===== src/rtl/variable_length_record_deframer_unit_defines.svh =====
// ----------------------------------------------------------------------------
// variable_length_record_deframer_unit_defines.svh
// Assertion macros used by the deframer unit RTL.
// ----------------------------------------------------------------------------
`ifndef VARIABLE_LENGTH_RECORD_DEFRAMER_UNIT_DEFINES_SVH
`define VARIABLE_LENGTH_RECORD_DEFRAMER_UNIT_DEFINES_SVH

// Checked at every clock edge outside reset.
`define VLRD_ASSERT(label, prop, msg) \
  label: assert property (@(posedge clk) disable iff (!rst_n) (prop)) else $error(msg);

// Checked at every clock edge, reset included.
`define VLRD_ASSERT_ALWAYS(label, prop, msg) \
  label: assert property (@(posedge clk) (prop)) else $error(msg);

`endif


===== src/rtl/vlrd_pkg.sv =====
// ----------------------------------------------------------------------------
// vlrd_pkg
// Types, codes and constants of the variable length record deframer.
// ----------------------------------------------------------------------------
package vlrd_pkg;

  localparam int LEN_W      = 15;
  localparam int CFG_IDX_W  = 2;
  localparam int MAX_RES    = 3;
  localparam int RES_CNT_W  = 2;

  localparam logic [CFG_IDX_W-1:0] CFG_VFC_MODE = 2'd0;
  localparam logic [CFG_IDX_W-1:0] CFG_MAX_LEN  = 2'd1;

  localparam logic [LEN_W-1:0] MAX_LEN_RESET = 15'd1023;
  localparam logic [7:0]       LINE_FEED     = 8'd10;

  localparam logic [1:0] ST_OK        = 2'd0;
  localparam logic [1:0] ST_TOO_LONG  = 2'd1;
  localparam logic [1:0] ST_TRUNCATED = 2'd2;

  typedef enum logic [2:0] {
    PH_LEN_LO = 3'd0,
    PH_LEN_HI = 3'd1,
    PH_HDR0   = 3'd2,
    PH_HDR1   = 3'd3,
    PH_DATA   = 3'd4,
    PH_PAD    = 3'd5,
    PH_HALT   = 3'd6
  } phase_t;

  typedef struct packed {
    logic [7:0] in_byte;
    logic       end_of_input;
  } in_item_t;

  typedef struct packed {
    logic [7:0] out_byte;
    logic       byte_valid;
    logic       last;
    logic [1:0] status;
  } out_item_t;

  typedef struct packed {
    phase_t           phase;
    logic [7:0]       len_lo;
    logic [LEN_W-1:0] remaining;
    logic             odd_len;
    logic             raw_next;
    logic             failed;
  } state_t;

  typedef struct packed {
    logic             vfc_mode;
    logic [LEN_W-1:0] max_len;
  } cfg_t;

endpackage


===== src/rtl/vlrd_step.sv =====
// ----------------------------------------------------------------------------
// vlrd_step
// Per-byte parser: next deframer state and up to three results.
// ----------------------------------------------------------------------------
module vlrd_step
  import vlrd_pkg::*;
(
  input  cfg_t                    cfg,
  input  state_t                  st_i,
  input  in_item_t                item,
  output state_t                  st_o,
  output out_item_t [MAX_RES-1:0] res,
  output logic [RES_CNT_W-1:0]    res_cnt
);

  logic [15:0]        word;
  logic signed [16:0] len;
  logic               hdr;
  logic [LEN_W-1:0]   rem_dec;
  state_t             st;
  logic [RES_CNT_W-1:0] n;
  logic [1:0]         stat;

  always_comb begin
    word    = {item.in_byte, st_i.len_lo};
    hdr     = cfg.vfc_mode && !st_i.raw_next;
    len     = $signed({word[15], word}) - (hdr ? 17'sd2 : 17'sd0);
    rem_dec = (st_i.remaining != '0) ? st_i.remaining - 15'd1 : st_i.remaining;
    st      = st_i;
    n       = '0;
    res     = '0;
    stat    = ST_OK;

    case (st_i.phase)
      PH_LEN_LO: begin
        st.len_lo = item.in_byte;
        st.phase  = PH_LEN_HI;
      end
      PH_LEN_HI: begin
        if (len > $signed({2'b00, cfg.max_len})) begin
          st.failed = 1'b1;
          st.phase  = PH_HALT;
        end else begin
          if (len <= 17'sd0) begin
            st.raw_next  = 1'b1;
            st.remaining = '0;
          end else begin
            st.raw_next  = 1'b0;
            st.remaining = len[LEN_W-1:0];
            st.odd_len   = len[0];
          end
          if (hdr) begin
            st.phase = PH_HDR0;
          end else begin
            st.phase = (st.remaining != '0) ? PH_DATA : PH_LEN_LO;
          end
        end
      end
      PH_HDR0: begin
        st.phase = PH_HDR1;
      end
      PH_HDR1: begin
        st.phase = (st_i.remaining != '0) ? PH_DATA : PH_LEN_LO;
      end
      PH_DATA: begin
        res[0].out_byte   = item.in_byte;
        res[0].byte_valid = 1'b1;
        n                 = 2'd1;
        st.remaining      = rem_dec;
        if (rem_dec == '0) begin
          res[1].out_byte   = LINE_FEED;
          res[1].byte_valid = 1'b1;
          n                 = 2'd2;
          st.phase          = st_i.odd_len ? PH_PAD : PH_LEN_LO;
        end
      end
      PH_PAD: begin
        st.phase = PH_LEN_LO;
      end
      default: begin
      end
    endcase

    if (item.end_of_input) begin
      if (st.failed) begin
        stat = ST_TOO_LONG;
      end else if (st.phase != PH_LEN_LO) begin
        stat = ST_TRUNCATED;
      end
      res[n].last   = 1'b1;
      res[n].status = stat;
      n             = n + 2'd1;
      st            = '{phase: PH_LEN_LO, len_lo: '0, remaining: '0,
                        odd_len: 1'b0, raw_next: 1'b0, failed: 1'b0};
    end

    st_o    = st;
    res_cnt = n;
  end

endmodule


===== src/rtl/variable_length_record_deframer_unit.sv =====
// ----------------------------------------------------------------------------
// variable_length_record_deframer_unit
// Converts length-prefixed records into line-feed terminated text.
// ----------------------------------------------------------------------------
// Input: one raw byte per transaction on in_valid/in_ready, with
// end_of_input set on the last byte of a file. Output: text bytes, the
// line feed ending each record, and one status transaction (last = 1)
// after end of input, on out_valid/out_ready.
// Configuration: cfg_wr_en/cfg_index/cfg_wdata, written while idle.
// Timing: an accepted byte waits in the input register until it is parsed;
// its first result is presented in the cycle after it is parsed.
// Throughput: one input byte per cycle while each byte yields at most one
// result with out_ready high. The output port moves one result per cycle,
// so a byte that ends a record (data + line feed) or ends input holds the
// next byte until its extra results leave the three-entry result register.
// Reset: parser state returns to expecting a length word, vfc_mode = 0,
// max_record_length = 1023, no results pending.
// Stall: while out_ready is low the pending results hold; the input
// register still takes one more byte, then in_ready drops.
// ----------------------------------------------------------------------------
`include "variable_length_record_deframer_unit_defines.svh"

module variable_length_record_deframer_unit
  import vlrd_pkg::*;
(
  input  logic                 clk,
  input  logic                 rst_n,
  input  logic                 in_valid,
  output logic                 in_ready,
  input  in_item_t             in_data,
  output logic                 out_valid,
  input  logic                 out_ready,
  output out_item_t            out_data,
  input  logic                 cfg_wr_en,
  input  logic [CFG_IDX_W-1:0] cfg_index,
  input  logic [LEN_W-1:0]     cfg_wdata
);

  cfg_t                    cfg_r;
  state_t                  st_r, st_nxt;
  logic                    in_vld_r;
  in_item_t                in_q_r;
  out_item_t [MAX_RES-1:0] res_q_r, res_nxt;
  logic [RES_CNT_W-1:0]    res_cnt_r, step_cnt;
  logic                    load, take, in_take;

  vlrd_step u_step (
    .cfg     (cfg_r),
    .st_i    (st_r),
    .item    (in_q_r),
    .st_o    (st_nxt),
    .res     (res_nxt),
    .res_cnt (step_cnt)
  );

  assign out_valid = (res_cnt_r != '0);
  assign out_data  = res_q_r[0];
  assign take      = out_valid && out_ready;
  assign load      = in_vld_r && ((res_cnt_r == '0) || ((res_cnt_r == 2'd1) && out_ready));
  assign in_ready  = !in_vld_r || load;
  assign in_take   = in_valid && in_ready;

  always_ff @(posedge clk) begin
    if (!rst_n) begin
      cfg_r.vfc_mode <= 1'b0;
      cfg_r.max_len  <= MAX_LEN_RESET;
    end else if (cfg_wr_en) begin
      case (cfg_index)
        CFG_VFC_MODE: cfg_r.vfc_mode <= cfg_wdata[0];
        CFG_MAX_LEN:  cfg_r.max_len  <= cfg_wdata;
        default: begin
        end
      endcase
    end
  end

  always_ff @(posedge clk) begin
    if (!rst_n) begin
      st_r      <= '{phase: PH_LEN_LO, len_lo: '0, remaining: '0,
                     odd_len: 1'b0, raw_next: 1'b0, failed: 1'b0};
      in_vld_r  <= 1'b0;
      res_cnt_r <= '0;
    end else begin
      if (in_take) begin
        in_vld_r <= 1'b1;
      end else if (load) begin
        in_vld_r <= 1'b0;
      end
      if (load) begin
        st_r      <= st_nxt;
        res_cnt_r <= step_cnt;
      end else if (take) begin
        res_cnt_r <= res_cnt_r - 2'd1;
      end
    end
  end

  always_ff @(posedge clk) begin
    if (in_take) begin
      in_q_r <= in_data;
    end
    if (load) begin
      res_q_r <= res_nxt;
    end else if (take) begin
      res_q_r <= {res_q_r[MAX_RES-1], res_q_r[MAX_RES-1:1]};
    end
  end

  `VLRD_ASSERT(a_cnt_range, res_cnt_r <= 2'd3, "result count out of range")
  `VLRD_ASSERT(a_status_last, (res_cnt_r > 2'd1) |-> !res_q_r[0].last,
               "status result not last of its group")
  `VLRD_ASSERT(a_halt_no_text, (load && st_r.failed) |=> !(out_valid && out_data.byte_valid),
               "text emitted after length failure")
  `VLRD_ASSERT_ALWAYS(a_reset_idle, !rst_n |=> !out_valid && !in_vld_r,
                      "pending work after reset")

endmodule


===== config.mk =====
export PLATFORM = sky130hd
export DESIGN_NAME = variable_length_record_deframer_unit
export DESIGN_NICKNAME = d
export VERILOG_FILES = /design/src/rtl/vlrd_pkg.sv /design/src/rtl/vlrd_step.sv /design/src/rtl/variable_length_record_deframer_unit.sv
export VERILOG_INCLUDE_DIRS = /design/src /design/src/rtl
export SDC_FILE = /design/constraint.sdc
export NUM_CORES = 1
export LEC_CHECK = 0
export BUFFER_PORTS_ARGS = -buffer_cell sky130_fd_sc_hd__buf_2
export CAP_MARGIN = 20
export CELL_PAD_IN_SITES_DETAIL_PLACEMENT = 1
export CELL_PAD_IN_SITES_GLOBAL_PLACEMENT = 2
export CORE_MARGIN = 4
export CORE_UTILIZATION = 38
export CTS_BUF_LIST = sky130_fd_sc_hd__clkbuf_4 sky130_fd_sc_hd__clkbuf_8
export DETAILED_ROUTE_END_ITERATION = 7
export GPL_ROUTABILITY_DRIVEN = 0
export PLACE_DENSITY = 0.9
export SLEW_MARGIN = 30
export SYNTH_ARGS = -nofsm -noshare
export SYNTH_HDL_FRONTEND = slang
export SYNTH_SLANG_ARGS = --single-unit
export TNS_END_PERCENT = 5

===== constraint.sdc =====
create_clock -name clk -period 4.49 [get_ports clk]
set_input_delay 1.1225 -clock clk [delete_from_list [all_inputs] [get_ports clk]]
set_output_delay 1.1225 -clock clk [all_outputs]
set_load 0.02 [all_outputs]

# After elaboration in Yosys (flattened, before gate mapping)
# Cells that the tools add are included.
classes:
  addsub: 4
  n_mul: 0
  n_div: 0
  n_lt_le_gt_ge: 4
  eq_ne: 10
  shift: 0
  n_mux: 42
  bitwise_logic: 0
  n_reduce_logical: 29
ops:
  columns: ["op", "n"]
  rows:
  - ["bitwise mux 36 bit", 2]
  - ["2-to-1 mux 36 bit", 2]
  - ["2-to-1 mux 15 bit", 4]
  - ["demux 12 bit (select 2 bit)", 2]
  - ["one-hot mux 15 bit (2 select lines)", 1]
  - ["nonzero test 15 bit", 2]
  - ["2-to-1 mux 29 bit", 1]
  - ["2-to-1 mux 24 bit", 1]
  - ["2-to-1 mux 3 bit", 8]
  - ["2-to-1 mux 2 bit", 10]
  - ["2-to-1 mux 9 bit", 2]
  - ["one-hot mux 3 bit (6 select lines)", 1]
  - ["> comparator 17 x 16 -> 1 bit", 1]
  - ["<= comparator 17 x 1 -> 1 bit (second input constant)", 1]
  - ["2-to-1 mux 17 bit", 1]
  - ["subtractor 16 x 3 -> 17 bit", 1]
  - ["logical NOT 15 bit", 1]
  - ["subtractor 15 x 1 -> 15 bit (second input constant)", 1]
  - ["nonzero test 2 bit", 5]
  - ["2-to-1 mux 8 bit", 1]
  - ["equality test 3 x 2 -> 1 bit (second input constant)", 2]
  - ["equality test 3 bit (second input constant)", 2]
  - ["logical AND 1 bit", 6]
  - ["AND reduction 2 bit", 3]
  - ["other kinds (17)", 28]
totals:
  register_bits: 93
  latchBits: 0
  ram_bits: 0
  mem_bits_ro: 0
  inputBits: 31
  mem_count: 0

# Longest topological paths before layout
# Gate-level depths: netlist (run 1).
logic_depth:
  word_depth: 20
  ltp_mapped: 17
  mapped_depth_nobuf: 15

# Modules after synthesis
# From an unflattened synthesis (run 1), not the netlist that was laid out.
hier_totals:
  cells_unflattened: 698
  area_unflattened_um2: 6137.1
by_module_without_submodules:
  columns: ["module", "instances", "cells_each", "area_each_um2", "seq_area_each_um2"]
  rows:
  - ["variable_length_record_deframer_unit", 1, 326, 3756.1, 2312.2]
  - ["vlrd_step", 1, 372, 2381.0, 0.0]

# Worst setup path before layout (run 1)
# Ideal clock, no wire load.
synth_timing:
  path_type: "register to register"
  startpoint: "reg cfg_r[15] in the netlist's numbering"
  endpoint: "reg st_r[10] in the netlist's numbering"
  setup_ns: 0.122
  arrival_ns: 3.912
  required_time_ns: 4.368
  setup_slack_ns: 0.456
  path_stages_with_launch: 18
  path_buffers: 2
  period_less_slack_ns: 4.034
  cell_sequence: "dfxtp_1 -> nor2b_1 -> ha_1 -> ha_1 -> or4b_1 -> buf_2 -> nor2_1 -> xor2_1 -> ha_1 -> nand4_1 -> nor3_1 -> a2111oi_0 -> nor2_1 -> o31ai_4 -> nor4_4 -> o31a_1 -> buf_2 -> a221o_1"
synth_between:
  elab_chain_cells: 10
  elab_cells_between_ends: 13
  classes_between: "add/sub: 1; order compare: 2; eq/ne: 1; mux: 7; reduce/logical: 2"
synth_lines:
  columns: ["item", "line", "rtl"]
  rows:
  - ["from (decl)", "variable_length_record_deframer_unit.sv:39", "cfg_t cfg_r;"]
  - ["logical AND 1 bit (*)", "vlrd_step.sv:26", "hdr = cfg.vfc_mode && !st_i.raw_next;"]
  - ["2-to-1 mux 2 bit (*)", "vlrd_step.sv:27", "len = $signed({word[15], word}) - (hdr ? 17'sd2 : 17'sd0);"]
  - ["subtractor 16 x 3 -> 17 bit (*)", "vlrd_step.sv:27", null]
  - ["<= comparator 17 x 1 -> 1 bit", "vlrd_step.sv:44", "if (len <= 17'sd0) begin"]
  - ["2-to-1 mux 15 bit", "vlrd_step.sv:44", null]
  - ["2-to-1 mux 15 bit", "vlrd_step.sv:40", "if (len > $signed({2'b00, cfg.max_len})) begin"]
  - ["2-to-1 mux 15 bit", "vlrd_step.sv:34", "case (st_i.phase)"]
  - ["2-to-1 mux 17 bit", "vlrd_step.sv:40", null]
  - ["one-hot mux 15 bit (2 select lines)", "vlrd_step.sv:34", null]
  - ["2-to-1 mux 29 bit", "vlrd_step.sv:84", "if (item.end_of_input) begin"]
  - ["to (signal assigned)", "variable_length_record_deframer_unit.sv:79", "st_r <= '{phase: PH_LEN_LO, len_lo: '0, remaining: '0,"]
  - ["to (signal assigned)", "variable_length_record_deframer_unit.sv:90", "st_r <= st_nxt;"]
  - ["to (decl)", "variable_length_record_deframer_unit.sv:40", "state_t st_r, st_nxt;"]
# Every way passes the cells marked *; elsewhere a longest branch is shown, timed or not. The select of a mux whose other input is x is not followed.
# A chain may end at the register's enable or synchronous reset.

# Worst setup path in the final report (run 1)
# Same ends and word-level chain as after synthesis.

==> results.py, run 1 <==
metrics = {
    "grt": {
        "grt_max_degree": 26,
        "overflow": 0,
        "antenna_found_initial": 0,
        "grt_pass1_vias": 4792,
        "track_usage": 0.210,
        "grt_first_pass_wirelength_mm": 24.3,
    },
    "route": {
        "vias_per_cell": 5.84,
        "wl_mm": 15.0,
        "drc": 0,
        "routedWlPerCell_um": 19.1,
        "route.antenna.remaining_nets": 0,
        "drt_iter0_drc": 233,
        "first_pass_iters": 5,
        "vias": 4585,
    },
    "die": {
        "start_util": 0.386,
        "core_area_um2": 12600,
        "io_pins": 45,
        "die_h_um": 121,
        "die_x_um": 121,
        "die_area_um2": 14600,
        "rows": 41,
    },
    "clocking": {
        "cts_hold_buf": 0,
        "cts-buffers-inserted": 9,
        "clock_latency_ps": 380,
        "cts_tree": "yes",
        "clk_path_buf_depth": 2,
        "h-tree-depth": 3,
        "cts_root_buf": "clkbuf_8",
        "clk_pin_slew_worst_paths_ps": 90,
        "cts_sinks": 76,
    },
    "sta": {
        "holdWs_ps": 456,
        "finalHoldViolCount": 0,
        "drv_slew": 0,
        "finalCritPeriodShare": 0.978,
        "worst_pin_slew_ps": 1040,
        "fin_crit_ps": 4390,
        "skew_ps": 7.46,
        "fmax_mhz": 228,
        "setup_violations": 0,
        "slew-limit-headroom": 0.309,
    },
    "cells_and_area": {
        "area_growth_pct": 14.1,
        "drive_gt1_frac": 0.181,
        "antenna_cells": 0,
        "fill_cells": 1511,
        "final_nets": 657,
    },
    "yosys": {
        "synth_xor_area_frac": 0.0271,
        "synth_fp_nets": 621,
        "syn_inst": 572,
        "synth_seq_cells": 76,
        "async_flop_share": 0,
        "synth_area_leaders": "dfxtp_1 (20%), edfxtp_1 (17%), ha_1 (4.6%)",
        "synth.yosys.seq_area_share": 0.371,
        "synthSimpleGateAreaFrac": 0.260,
        "synth_top_cell_by_area": "dfxtp_1",
        "synth_area_um2": 4850,
        "yosys.area.top_type_share": 0.198,
        "ys_top_cells_by_count": "nand2_1 (58), nor2_1 (50), dfxtp_1 (48)",
        "synth_mux_area_frac": 0.0126,
        "synth_compound_area_frac": 0.204,
        "synth_ff_type": "dfxtp_1",
        "synth_cell_types": 66,
        "synth_edf_count": 28,
        "synth_adder_area_share": 0.0464,
        "yosysMostFrequentCell": "nand2_1",
        "yosys_warnings": 0,
        "syn_avg_cell_area_um2": 8.48,
        "synth_top_family_by_area": "simple AND/OR/NAND/NOR gates",
    },
    "power_and_ir_drop": {
        "p_leak_uw": 0.00225,
        "finalPower_uw": 2140,
        "switchingPower_uw": 769,
        "p_comb_frac": 0.306,
        "p_int_uw": 1370,
        "p_clk_frac": 0.282,
        "irDropWorstVdd_uv": 226,
        "power.density_nw_per_um2": 386,
        "sw_frac_of_total": 0.359,
        "seq_power_share": 0.412,
    },
    "worst_setup_path": {
        "cp_num_buf_inv": 1,
        "startpoint_type": "register",
        "crit_required_ps": 4760,
        "worstSetupPathType": "reg -> reg",
        "crit_family": "compound AO/OA/AOI/OAI gates",
        "critPathArrivalTime_ps": 4670,
        "cpPeakStageDelay_ps": 510,
        "path_max_fanout": 6,
        "slowest_stage": "or4b_4",
        "worstPathCellList": "nor2b_4 -> ha_2 -> ha_1 -> or4b_4 -> nor2_2 -> xor2_2 -> ha_1 -> a211oi_1 -> nor2_1 -> a2111oi_2 -> nor2_1 -> o31ai_4 -> nor4_4 -> buf_4 -> o31a_1 -> a221o_1",
        "endpoint_kind": "register",
    },
    "hold_path": {
        "hp-class": "reg -> reg",
    },
    "flow_run": {
        "maxCapViolCount": 0,
    },
    "placement": {
        "port_buffers": 44,
        "dp_hpwl_mm": 11.0,
    },
    "outcome": {
        "status": "completed",
    },
}
==> area by class of cell <==
class                      count  area (um^2)  share of cell area
sequential                    76         1800               0.325
clock buffer                   9          124              0.0224
clock inverter                 7         97.6              0.0176
multi-input combinational    414         2740               0.494
timing repair buffer          73          438              0.0791
tap                          172          215              0.0389
inverter                      34          128              0.0230
==> worst paths after layout <==
check | startpoint | end | slack [ps] | depth (start not counted)
setup reg to reg | cfg_r[15]$_SDFFE_PN0P_ | st_r[10]$_SDFFE_PN0P_ | 100 | 16
setup / recovery | cfg_r[15]$_SDFFE_PN0P_ | st_r[10]$_SDFFE_PN0P_ | 100 | 16
hold reg to reg | cfg_r[10]$_SDFFE_PN0P_ | cfg_r[10]$_SDFFE_PN0P_ | 460 | 2
hold / removal | cfg_r[10]$_SDFFE_PN0P_ | cfg_r[10]$_SDFFE_PN0P_ | 460 | 2
==> flip-flops by register name (all words and copies together), names as in the netlist <==
signal     cells
in_vld_r       1
in_q_r         9
res_cnt_r      2
st_r          29
cfg_r         16
res_q_r        7
out_data      12
==> per-layer routing <==
metal	GRT usage	up-vias	routed length, um
met1	0.253	2288	6390
li1	-	2165	-
met3	0.0471	31	796
met5	0	-	0
met4	0.106	0	391
met2	0.352	101	7390
==> power by group through the flow <==
stage / registers, uW / clock network (uW) / logic [uW]
floorplan: 868 / 0 / 482
global placement: 891 / 0 / 597
detailed placement: 897 / 0 / 619
CTS: 882 / 617 / 643
global route: 892 / 644 / 718
finish: 882 / 602 / 655
==> worst reg2reg max path: cells and delay by family (launching register included) <==
family	cells	cell delay, ps
AO/OA/AOI/OAI	5	1780
XOR/XNOR	1	120
adder cells (fa/ha/maj)	3	640
buffers and inverters	1	180
flip-flops	1	350
AND/OR/NAND/NOR	6	1220
==> placed cells by master, fill, tap and decap left out, types with 4 or more instances in the layout <==
cell type / netlist / final
clkbuf_8: 0 / 9
a211oi_1: 5 / 5
and2_1: 4 / 4
nor4_1: 15 / 14
and3_1: 12 / 12
nand2_1: 58 / 58
a31oi_1: 6 / 6
nand3b_1: 4 / 4
dfxtp_1: 48 / 48
nand4_1: 7 / 7
inv_1: 33 / 33
or4_1: 8 / 8
mux2i_1: 5 / 5
nor2_1: 50 / 48
o31a_1: 3 / 4
buf_2: 4 / 44
buf_4: 13 / 29
nand2b_1: 8 / 8
edfxtp_1: 28 / 28
o21ai_0: 17 / 16
or3_1: 13 / 13
o31ai_1: 4 / 4
a22oi_1: 10 / 10
a21oi_1: 26 / 26
a21o_1: 4 / 4
nor3_1: 17 / 16
ha_1: 18 / 17
o211ai_1: 12 / 12
a22o_1: 12 / 12
xnor2_1: 5 / 5
nand3_1: 21 / 20
xor2_1: 10 / 9
nor3b_1: 5 / 5
nor2b_1: 5 / 4
==> cells by family after synthesis <==
logic type / count (synthesis)
simple gates: 239
flops: 76
compound gates: 135
buf+inv: 83
mux: 6
xor+xnor: 15
fa+ha+maj: 18
==> metrics by stage <==
step                      TNS, ps  setup slack, ps  utilization  std cells  instance area, um^2
after global routing        -1000             -159        0.441        785                 5540
final                           0             97.2        0.441        785                 5540
after global placement       -166            -38.0        0.411        756                 5160
after detailed placement     -641             -152        0.411        756                 5170
after CTS                       0             4.72        0.436        784                 5490
after floorplan                 0              456            -        572                 4850
==> repair_timing <==
action | CTS | global route
buffers inserted | 11 | 1
cloned | 1 | 0
pin swaps | 1 | 4
gates resized for setup | 2 | 12
endpoints found under the setup margin | 13 | 23
Power figures use the tool's default switching activity.
==> inputs of run 2 (changes only) <==
--- a/config.mk
+++ b/config.mk
@@ -16,6 +16,7 @@
 export DETAILED_ROUTE_END_ITERATION = 7
 export GPL_ROUTABILITY_DRIVEN = 0
 export PLACE_DENSITY = 0.9
+export SETUP_SLACK_MARGIN = 0.1
 export SLEW_MARGIN = 30
 export SYNTH_ARGS = -nofsm -noshare
 export SYNTH_HDL_FRONTEND = slang
==> run 2 against run 1 <==
  * Die area is the same
  * Routed wire length increased by 0.78%
  * Setup slack better by 120 ps
  * Register-to-register slack improved by 120 ps
  * Worst hold slack about the same
  * Critical path depth is 1 lower
  * First-iteration DRC count increased by 0.43%
  * Via count up 0.92%
  * Clock power about the same
  * Critical path type unchanged
  * Critical endpoint unchanged
  * Largest cell class unchanged
  * Largest power group unchanged
==> results.py, run 2 (same netlist as run 1, synthesis figures left out) <==
metrics = {
    "placement": {
        "place_inst": 756,
        "dp_hpwl_mm": 11.0,
        "port_buffers": 44,
        "placed_area_um2": 5170,
    },
    "sta": {
        "skew_ps": 5.63,
        "fmax_mhz": 234,
        "finalHoldViolCount": 0,
        "slew-limit-headroom": 0.315,
        "finalCritPeriodShare": 0.952,
        "setup_tns_ps": 0,
        "drv_slew": 0,
        "worst_pin_slew_ps": 1030,
        "fin_crit_ps": 4270,
        "grt_setup_unrepaired": "yes",
        "setup_violations": 0,
    },
    "hold_path": {
        "hold_path_depth": 2,
        "hp-class": "reg -> reg",
    },
    "route": {
        "routedWlPerCell_um": 19.2,
        "route.antenna.remaining_nets": 0,
        "vias_per_cell": 5.88,
        "wl_mm": 15.1,
        "drc": 0,
        "drt_iter0_drc": 234,
        "vias": 4627,
        "first_pass_iters": 5,
    },
    "die": {
        "die_h_um": 121,
        "die_x_um": 121,
        "rows": 41,
        "die_area_um2": 14600,
        "start_util": 0.386,
        "io_pins": 45,
        "core_area_um2": 12600,
    },
    "cells_and_area": {
        "seq_area_um2": 1800,
        "drive_gt1_frac": 0.187,
        "largest_reg_flops": 29,
        "final_common_cell": "nand2_1",
        "fill_cells": 1506,
        "multi_input_area_um2": 2760,
        "final_nets": 659,
        "area_growth_pct": 15.0,
        "final_cell_area_um2": 5580,
        "fin_util": 0.444,
        "largest-register": "st_r",
        "layout_common_cells": "nand2_1 (58), nor2_1 (48), dfxtp_1 (48)",
        "finalNonFillerCells": 787,
        "antenna_cells": 0,
    },
    "power_and_ir_drop": {
        "switchingPower_uw": 775,
        "sw_frac_of_total": 0.361,
        "p_comb_frac": 0.308,
        "irDropWorstVdd_uv": 228,
        "p_leak_uw": 0.00227,
        "finalPower_uw": 2150,
        "p_clk_frac": 0.282,
        "p_int_uw": 1370,
        "power.density_nw_per_um2": 385,
        "seq_power_share": 0.411,
    },
    "grt": {
        "overflow": 0,
        "track_usage": 0.209,
        "grt_max_degree": 26,
        "grt_first_pass_wirelength_mm": 24.2,
        "antenna_found_initial": 0,
        "grt_pass1_vias": 4770,
    },
    "clocking": {
        "cts-buffers-inserted": 9,
        "h-tree-depth": 3,
        "clk_pin_slew_worst_paths_ps": 90,
        "clk_path_buf_depth": 2,
        "cts_sinks": 76,
        "clock_latency_ps": 380,
        "cts_tree": "yes",
        "cts_root_buf": "clkbuf_8",
    },
    "flow_run": {
        "maxCapViolCount": 0,
    },
    "worst_setup_path": {
        "slowest_stage": "or4b_2",
        "worstPathCellList": "nor2b_4 -> ha_2 -> or4b_2 -> or3_1 -> nand2_1 -> ha_1 -> nand4_1 -> inv_1 -> a2111oi_4 -> nor2_1 -> o31ai_4 -> nor4_4 -> buf_4 -> o31a_1 -> a221o_1",
        "endpoint_kind": "register",
        "startpoint_type": "register",
        "crit_required_ps": 4770,
        "cpPeakStageDelay_ps": 600,
        "worstSetupPathType": "reg -> reg",
        "r2r_cells": 15,
        "critPathArrivalTime_ps": 4550,
        "path_max_fanout": 6,
    },
    "outcome": {
        "status": "completed",
    },
}
[run 2: cell count changes in the layout (fill, tap and decap cells not counted), sizes merged]
cell	previous run	this run
buf	73	75
[run 2: metrics by stage]
stage	setup WS (ps)	hold slack (ps)
floorplan	456	436
global placement	-38.0	446
detailed placement	-152	448
CTS	146	461
global route	33.2	481
finish	217	456
[run 2: routing by layer]
metal,GRT usage,wire (um)
met1,0.255,6530
met3,0.0452,683
met4,0.0970,482
met5,0,0
met2,0.352,7380
[run 2: repair_timing]
action / 4_1_cts / 5_1_grt
pin swaps: 2 / 5
setup endpoints to repair: 17 / 23
hold buffers: 0 / 0
buffers inserted: 12 / 2
resized for setup: 5 / 13
gates cloned: 1 / 0
[run 2: critical path: cells and delay by family, from the launching register on]
kind | cells | cell delay (ps)
fa+ha+maj | 2 | 490
flops | 1 | 350
compound gates | 4 | 1330
simple gates | 7 | 1670
buf+inv | 2 | 310
[run 2: worst paths after layout]
kind	startpoint	endpoint	slack, ps
hold reg to reg	cfg_r[10]$_SDFFE_PN0P_	cfg_r[10]$_SDFFE_PN0P_	460
setup / recovery	cfg_r[15]$_SDFFE_PN0P_	st_r[10]$_SDFFE_PN0P_	220
setup reg to reg	cfg_r[15]$_SDFFE_PN0P_	st_r[10]$_SDFFE_PN0P_	220
hold / removal	cfg_r[10]$_SDFFE_PN0P_	cfg_r[10]$_SDFFE_PN0P_	460
[run 2: final cells by class]
type                            instances  area share
Timing Repair Buffer                   75      0.0811
Inverter                               34      0.0229
Clock inverter                          7      0.0175
Multi-Input combinational cell        414       0.495
Sequential cell                        76       0.323
Clock buffer                            9      0.0222
Tap cell                              172      0.0386
[run 2: power groups by stage]
stage	logic (uW)	clock network [uW]	registers, uW
2_1_floorplan	482	0	868
6_report	661	605	882
3_5_place_dp	619	0	897
4_1_cts	647	617	882
3_3_place_gp	597	0	891
5_1_grt	721	644	893
